==> src/sv/tst_pkg.sv <==
// Shared types and constants for the transpose search table.
`default_nettype none
package tst_pkg;

  localparam int KEY_W = 32;
  localparam int POS_W = 5;

  typedef enum logic [1:0] {
    CMD_SEARCH = 2'd0,
    CMD_INSERT = 2'd1,
    CMD_CLEAR  = 2'd2
  } cmd_e;

  typedef enum logic [1:0] {
    ST_IDLE,
    ST_SCAN,
    ST_DONE
  } state_e;

  typedef struct packed {
    logic [1:0]              cmd;
    logic signed [KEY_W-1:0] key;
    logic signed [KEY_W-1:0] content;
  } in_t;

  typedef struct packed {
    logic             found;
    logic [POS_W-1:0] position;
    logic             table_full;
  } out_t;

  typedef struct packed {
    logic signed [KEY_W-1:0] key;
    logic signed [KEY_W-1:0] content;
  } entry_t;

  typedef struct packed {
    logic hit;
    logic pass;
  } cell_stat_t;

endpackage
`default_nettype wire

==> src/sv/tst_cell.sv <==
// One table slot: holds an entry, compares the probe token and swaps with its neighbors.
`default_nettype none
module tst_cell #(
  parameter int IDX = 0,
  parameter int CW  = 5
) (
  input  wire logic                clk,
  input  wire logic                rst_n,
  input  wire logic                tok_in,
  input  wire logic [CW-1:0]       count,
  input  wire tst_pkg::in_t        probe,
  input  wire tst_pkg::entry_t     left,
  input  wire tst_pkg::entry_t     right,
  input  wire logic                right_hit,
  output tst_pkg::entry_t          entry,
  output tst_pkg::cell_stat_t      stat
);

  logic             tok_r;
  tst_pkg::entry_t  entry_r;
  tst_pkg::entry_t  entry_nxt;
  logic             vld;
  logic             match;
  logic             hit;
  logic             miss;
  logic             is_ins;

  assign vld    = CW'(IDX) < count;
  assign match  = probe.key == entry_r.key;
  assign hit    = tok_r & vld & match;
  assign miss   = tok_r & ~vld;
  assign is_ins = probe.cmd == tst_pkg::CMD_INSERT;

  always_comb begin
    entry_nxt = entry_r;
    if (right_hit) begin
      // right neighbor moves up into this slot
      entry_nxt.key     = right.key;
      entry_nxt.content = is_ins ? probe.content : right.content;
    end else if (hit) begin
      if (IDX > 0) begin
        entry_nxt = left;
      end else if (is_ins) begin
        entry_nxt.content = probe.content;
      end
    end else if (miss && is_ins) begin
      entry_nxt.key     = probe.key;
      entry_nxt.content = probe.content;
    end
  end

  always_ff @(posedge clk) begin
    if (!rst_n) begin
      tok_r <= 1'b0;
    end else begin
      tok_r <= tok_in;
    end
  end

  always_ff @(posedge clk) begin
    entry_r <= entry_nxt;
  end

  assign entry     = entry_r;
  assign stat.hit  = hit;
  assign stat.pass = tok_r & vld & ~match;

endmodule
`default_nettype wire

==> src/sv/tst_ctrl.sv <==
// Command sequencer: entry count, scan step counter, result and output register.
`default_nettype none
module tst_ctrl #(
  parameter int DEPTH = 31,
  parameter int CW    = 5
) (
  input  wire logic          clk,
  input  wire logic          rst_n,
  input  wire logic          in_valid,
  output logic               in_stall,
  input  wire tst_pkg::in_t  in_data,
  output logic               out_valid,
  input  wire logic          out_stall,
  output tst_pkg::out_t      out_data,
  input  wire logic          any_hit,
  output logic               start,
  output tst_pkg::in_t       probe,
  output logic [CW-1:0]      count
);

  tst_pkg::state_e state_r, state_nxt;
  tst_pkg::in_t    probe_r, probe_nxt;
  tst_pkg::out_t   res_r, res_nxt;
  tst_pkg::out_t   out_r;
  logic [CW-1:0]   count_r, count_nxt;
  logic [CW-1:0]   cnt_r, cnt_nxt;
  logic            out_valid_r;
  logic            in_acc;
  logic            is_scan_cmd;
  logic            resolved;
  logic            is_full;
  logic            is_ins;
  logic            out_free;

  assign in_acc      = in_valid & ~in_stall;
  assign is_scan_cmd = in_data.cmd == tst_pkg::CMD_SEARCH ||
                       in_data.cmd == tst_pkg::CMD_INSERT;
  assign resolved    = any_hit || cnt_r == count_r;
  assign is_full     = count_r == CW'(DEPTH);
  assign is_ins      = probe_r.cmd == tst_pkg::CMD_INSERT;
  assign out_free    = ~out_valid_r | ~out_stall;

  // next state
  always_comb begin
    state_nxt = state_r;
    unique case (state_r)
      tst_pkg::ST_IDLE: begin
        if (in_acc) begin
          state_nxt = is_scan_cmd ? tst_pkg::ST_SCAN : tst_pkg::ST_DONE;
        end
      end
      tst_pkg::ST_SCAN: begin
        if (resolved) state_nxt = tst_pkg::ST_DONE;
      end
      tst_pkg::ST_DONE: begin
        if (out_free) state_nxt = tst_pkg::ST_IDLE;
      end
      default: state_nxt = tst_pkg::ST_IDLE;
    endcase
  end

  // outputs and datapath
  always_comb begin
    in_stall  = 1'b1;
    start     = 1'b0;
    probe_nxt = probe_r;
    res_nxt   = res_r;
    count_nxt = count_r;
    cnt_nxt   = cnt_r;
    unique case (state_r)
      tst_pkg::ST_IDLE: begin
        in_stall = 1'b0;
        if (in_valid) begin
          probe_nxt = in_data;
          res_nxt   = '0;
          cnt_nxt   = '0;
          start     = is_scan_cmd;
          if (in_data.cmd == tst_pkg::CMD_CLEAR) count_nxt = '0;
        end
      end
      tst_pkg::ST_SCAN: begin
        if (resolved) begin
          res_nxt.found = any_hit;
          if (any_hit) begin
            res_nxt.position = (cnt_r == '0) ? '0 : tst_pkg::POS_W'(cnt_r - 1'b1);
          end else begin
            res_nxt.position = tst_pkg::POS_W'(count_r);
          end
          res_nxt.table_full = ~any_hit & is_ins & is_full;
          if (~any_hit && is_ins && !is_full) count_nxt = CW'(count_r + 1'b1);
        end else begin
          cnt_nxt = CW'(cnt_r + 1'b1);
        end
      end
      tst_pkg::ST_DONE: begin
      end
      default: begin
      end
    endcase
  end

  always_ff @(posedge clk) begin
    if (!rst_n) begin
      state_r     <= tst_pkg::ST_IDLE;
      count_r     <= '0;
      out_valid_r <= 1'b0;
    end else begin
      state_r <= state_nxt;
      count_r <= count_nxt;
      if (state_r == tst_pkg::ST_DONE && out_free) begin
        out_valid_r <= 1'b1;
      end else if (!out_stall) begin
        out_valid_r <= 1'b0;
      end
    end
  end

  always_ff @(posedge clk) begin
    probe_r <= probe_nxt;
    res_r   <= res_nxt;
    cnt_r   <= cnt_nxt;
    if (state_r == tst_pkg::ST_DONE && out_free) out_r <= res_r;
  end

  assign out_valid = out_valid_r;
  assign out_data  = out_r;
  assign probe     = probe_r;
  assign count     = count_r;

  a_count_bound: assert property (@(posedge clk) disable iff (!rst_n)
    count_r <= CW'(DEPTH))
    else $error("entry count beyond table depth");

  a_scan_bound: assert property (@(posedge clk) disable iff (!rst_n)
    state_r == tst_pkg::ST_SCAN |-> cnt_r <= count_r)
    else $error("scan step ran past entry count");

  a_resolve_done: assert property (@(posedge clk) disable iff (!rst_n)
    state_r == tst_pkg::ST_SCAN && resolved |=> state_r == tst_pkg::ST_DONE)
    else $error("resolved scan did not finish");

  a_hit_not_full: assert property (@(posedge clk) disable iff (!rst_n)
    out_valid_r |-> !(out_r.found && out_r.table_full))
    else $error("hit word flagged full");

endmodule
`default_nettype wire

==> src/sv/transpose_search_table_top.sv <==
// Top level: sequencer plus a chain of slot cells that a probe token walks one slot a cycle.
// Sequence: a search or insert token visits the slots in order until a hit or the entry count
//   ends the scan, then the result is loaded into the output word; clear and unused skip the scan.
// Flow: one command at a time; a new command is accepted only after the last result word is
//   loaded and the sequencer is back in idle.
// Reset: synchronous active-low; empties the table (entry count zero), drops token and output.
`default_nettype none
module transpose_search_table_top #(
  parameter int TABLE_SLOTS = 32
) (
  input  wire logic          clk,
  input  wire logic          rst_n,
  input  wire logic          in_valid,
  output logic               in_stall,
  input  wire tst_pkg::in_t  in_data,
  output logic               out_valid,
  input  wire logic          out_stall,
  output tst_pkg::out_t      out_data
);

  localparam int DEPTH = TABLE_SLOTS - 1;
  localparam int CW    = $clog2(TABLE_SLOTS);

  logic                start;
  tst_pkg::in_t        probe;
  logic [CW-1:0]       count;
  logic [DEPTH-1:0]    hit_vec;
  logic                any_hit;
  tst_pkg::entry_t     ent  [DEPTH];
  tst_pkg::cell_stat_t stat [DEPTH];

  assign any_hit = |hit_vec;

  tst_ctrl #(
    .DEPTH (DEPTH),
    .CW    (CW)
  ) u_ctrl (
    .clk       (clk),
    .rst_n     (rst_n),
    .in_valid  (in_valid),
    .in_stall  (in_stall),
    .in_data   (in_data),
    .out_valid (out_valid),
    .out_stall (out_stall),
    .out_data  (out_data),
    .any_hit   (any_hit),
    .start     (start),
    .probe     (probe),
    .count     (count)
  );

  for (genvar i = 0; i < DEPTH; i++) begin : g_cell
    logic            tok_in;
    tst_pkg::entry_t left;
    tst_pkg::entry_t right;
    logic            right_hit;

    if (i == 0) begin : g_first
      assign tok_in = start;
      assign left   = ent[i];
    end else begin : g_mid
      assign tok_in = stat[i-1].pass;
      assign left   = ent[i-1];
    end

    if (i == DEPTH - 1) begin : g_last
      assign right     = ent[i];
      assign right_hit = 1'b0;
    end else begin : g_inner
      assign right     = ent[i+1];
      assign right_hit = stat[i+1].hit;
    end

    tst_cell #(
      .IDX (i),
      .CW  (CW)
    ) u_cell (
      .clk       (clk),
      .rst_n     (rst_n),
      .tok_in    (tok_in),
      .count     (count),
      .probe     (probe),
      .left      (left),
      .right     (right),
      .right_hit (right_hit),
      .entry     (ent[i]),
      .stat      (stat[i])
    );

    assign hit_vec[i] = stat[i].hit;
  end

  a_single_hit: assert property (@(posedge clk) disable iff (!rst_n)
    $onehot0(hit_vec))
    else $error("more than one slot matched");

endmodule
`default_nettype wire

==> config.mk <==
export PLATFORM = sky130hd
export DESIGN_NAME = transpose_search_table_top
export DESIGN_NICKNAME = d
export VERILOG_FILES = /design/src/sv/tst_pkg.sv /design/src/sv/tst_cell.sv /design/src/sv/tst_ctrl.sv /design/src/sv/transpose_search_table_top.sv
export SDC_FILE = /design/constraint.sdc
export NUM_CORES = 2
export LEC_CHECK = 0
export BUFFER_PORTS_ARGS = -buffer_cell sky130_fd_sc_hd__buf_2
export CAP_MARGIN = 20
export CORE_UTILIZATION = 42
export CTS_CLUSTER_DIAMETER = 60
export CTS_CLUSTER_SIZE = 30
export DETAILED_ROUTE_END_ITERATION = 10
export SKIP_LAST_GASP = 1
export SYNTH_ARGS = -nofsm -noshare
export SYNTH_HDL_FRONTEND = slang
export SYNTH_SLANG_ARGS = --single-unit
==> constraint.sdc <==
create_clock -name clk -period 4.24 [get_ports clk]
set_clock_uncertainty 0.1 [all_clocks]
set_input_delay 0.212 -clock clk [delete_from_list [all_inputs] [get_ports clk]]
set_output_delay 0.212 -clock clk [all_outputs]
set_load 0.005 [all_outputs]
==> flow_summary.toml <==
[worst_setup_path]
cp_cell_sequence = "buf_12, buf_4, xor2_1, nor4_1, nand4_1, nor2_2, nand4_1, nand4_1, buf_4, nor4_4, and3_1, or2_1"
path_buf_inv = 3
arrival_ns = 4.60
crit_top_cell = "nand4_1"
worst_r2r_path_depth = 12
cp-end-kind = "flop"
cpLargestDelayFamily = "simple AND/OR/NAND/NOR gates"
crit_fanout = 30
r2r_slack_ns = 0.01
critical_path_class = "reg2reg"
path_depth = 12
timing.rr.end = "u_ctrl.cnt_r[2]$_SDFFCE_PN0P_"
startpoint_type = "flop"
required_ns = 4.62
max_stage_delay_ns = 0.61
crit_slowest_cell = "nor4_1"
rr_startpoint = "u_ctrl.probe[37]$_DFFE_PP_"

[place]
placed_area_mm2 = 0.0696
port_buffers = 46
globalplace.congestion = 0.941
dp_hpwl_um = 165000

[clock_tree]
cts_made_buffers = 116
clk_path_buf_depth = 3
htree_levels = 3
clock-root-buffer = "clkbuf_16"
cts.clk_slew.worst_paths_ns = 0.07
clk_latency_ns = 0.78
cts_num_sinks = 1084
cts_tree = "built"

[grt]
antenna_found_initial = 4
grt_max_degree = 99
grt_pass1_vias = 47500
track_usage_pct = 28.8
grt_overflow_total = 0
grt_pass1_wl_um = 333000

[worst_hold_path]
min_from = "in_data[35]"
holdPathStages = 2
hold_path_class = "in2reg"
min_to = "u_ctrl.probe[35]$_DFFE_PP_"

[timing]
setup_tns_ns = 0
min_period_ns = 4.23
final.period_utilization_pct = 99.7
finalSetupViolations = 0
grt_setup_unrepaired = "no"
fmax_mhz = 237
worst_slew_pin_slew_ns = 1.03
slew_headroom_pct = 31.6
hold_slack_ns = 0.0683
hold_viol = 0
drv_slew = 0

[die]
die_h_um = 397
fp-row-count = 144
start_util_pct = 42.4
ios = 79
die_w_um = 397
die_area_mm2 = 0.157
core_mm2 = 0.154

[yosys]
yosys_register_bits = 1084
synth_async_sr_flop_share_pct = 0
mappedNetlistArea_mm2 = 0.0655
ys_seq_area_share_pct = 49.1
synth-main-ff-cell = "edfxtp_1"
yosysUniqueCellTypes = 59
synth_warnings = 0
netlist_instances = 6236
syn_avg_cell_area_um2 = 10.5
synth-edff-count = 1045
syn_nets = 6310

[pwr]
vdd_drop_max_v = 0.000357
powerDensity_mw_per_mm2 = 349
power.total_mw = 25.9
p_leak_nw = 23.8

[route]
routed_via_density = 5.92
wl_per_cell_um = 27.9
drt_iter0_markers = 5641
drc = 10
routed-via-count = 49100
firstDrtPassIters = 11
wl_um = 232000
drtAntennaViolNets = 0

[final_layout]
final_nets = 6220
design_area_mm2 = 0.0740
final_cell_mix = "1045 x edfxtp_1, 930 x mux2i_1, 875 x nand2_1, 720 x o21ai_0, 617 x xor2_1"
final_layout_size_suffix_gt1_share_pct = 9.65
fillers = 14300
final_common_cell = "edfxtp_1"
area_growth_pct = 13.1

[status]
outcome = "complete, but fails checks"
violations = "DRC"

[job]
drv_cap = 0
==> power by group <==
part	switching (mW)	total, mW	internal (mW)
combinational	1.88	3.08	1.20
clock	4.97	10.8	5.87
sequential	0.0485	11.9	11.9
==> repair_timing <==
| item | in CTS | in global routing |
|---|---|---|
| setup buffers | 0 | 3 |
| gates resized for setup | 0 | 3 |
| hold buffers | 38 | 0 |
| setup endpoints to repair | 0 | 14 |
| hold endpoints to repair | 66 | 0 |
==> layout make-up <==
type / instances / area, um^2 / area share (%)
Tap cell: 2044 / 2560 / 3.46
Clock buffer: 127 / 3020 / 4.07
Sequential cell: 1084 / 32200 / 43.5
Timing Repair Buffer: 386 / 4450 / 6.01
Inverter: 12 / 45.0 / 0.0609
Clock inverter: 91 / 940 / 1.27
Multi-Input combinational cell: 4546 / 30800 / 41.7
Antenna cell: 3 / 7.51 / 0.0101
==> routing by layer <==
| metal | routed length [um] | vias to the layer above | part of all wire [%] | track usage, % |
|---|---|---|---|---|
| li1 | - | 22000 | - | - |
| met1 | 93100 | 24400 | 40 | 37.8 |
| met2 | 108000 | 2223 | 47 | 46.8 |
| met3 | 19400 | 512 | 8.4 | 5.08 |
| met4 | 10600 | 4 | 4.6 | 11.5 |
| met5 | 24 | - | 0.010 | 0 |
==> how the worst max path moves through the flow <==
stage	from	endpoint
global placement	u_ctrl.probe[53]$_DFFE_PP_	u_ctrl.cnt_r[4]$_SDFFCE_PN0P_
finish	u_ctrl.probe[37]$_DFFE_PP_	u_ctrl.cnt_r[2]$_SDFFCE_PN0P_
global route	u_ctrl.probe[37]$_DFFE_PP_	u_ctrl.cnt_r[3]$_SDFFCE_PN0P_
detailed placement	u_ctrl.probe[35]$_DFFE_PP_	u_ctrl.cnt_r[3]$_SDFFCE_PN0P_
floorplan	u_ctrl.count[1]$_SDFFE_PN0P_	g_cell[8].u_cell.entry[32]$_DFFE_PP_
CTS	u_ctrl.probe[35]$_DFFE_PP_	u_ctrl.cnt_r[3]$_SDFFCE_PN0P_
==> sequential cells by signal, indices dropped and copies added (netlist names) <==
name and count:
u_ctrl.out_data 7, u_ctrl.res_r 7, g_cell.u_cell.tok_r 31, g_cell.u_cell.entry 992, u_ctrl.state_r 2, u_ctrl.cnt_r 5
u_ctrl.out_valid 1, u_ctrl.probe 34, u_ctrl.count 5
==> cell families after synthesis <==
group / Yosys count / synth area share, %
and+or+nand+nor: 1588 / 11.0
DFF: 1084 / 49.1
AOI/OAI and AO/OA: 1021 / 8.06
xor gates and xnor gates: 1002 / 13.4
muxes: 930 / 14.2
buffers and inverters: 607 / 4.14
adders and majority gates: 4 / 0.0765
==> cells in the mapped netlist (76+ instances only) <==
cell         n  area share, %
xor2_1     617            8.3
o21ai_0    727            5.6
a21oi_1    242            1.9
nand4_1    139            1.3
nand2_1    875            5.0
buf_1       76           0.44
nor4_1     180            1.7
nor2_1     270            1.5
buf_2      124           0.95
edfxtp_1  1045             48
clkbuf_1   329            1.9
mux2i_1    930             14
xnor2_1    385            5.2
==> stage by stage <==
stage	setup slack (ns)	utilization [%]	std cells
floorplan	0.228	-	6236
global placement	0.211	45.1	8029
detailed placement	0.146	45.1	8029
CTS	0.119	47.9	8285
global route	0.0230	47.9	8292
finish	0.0128	47.9	8293
Power figures use the tool's default switching activity.
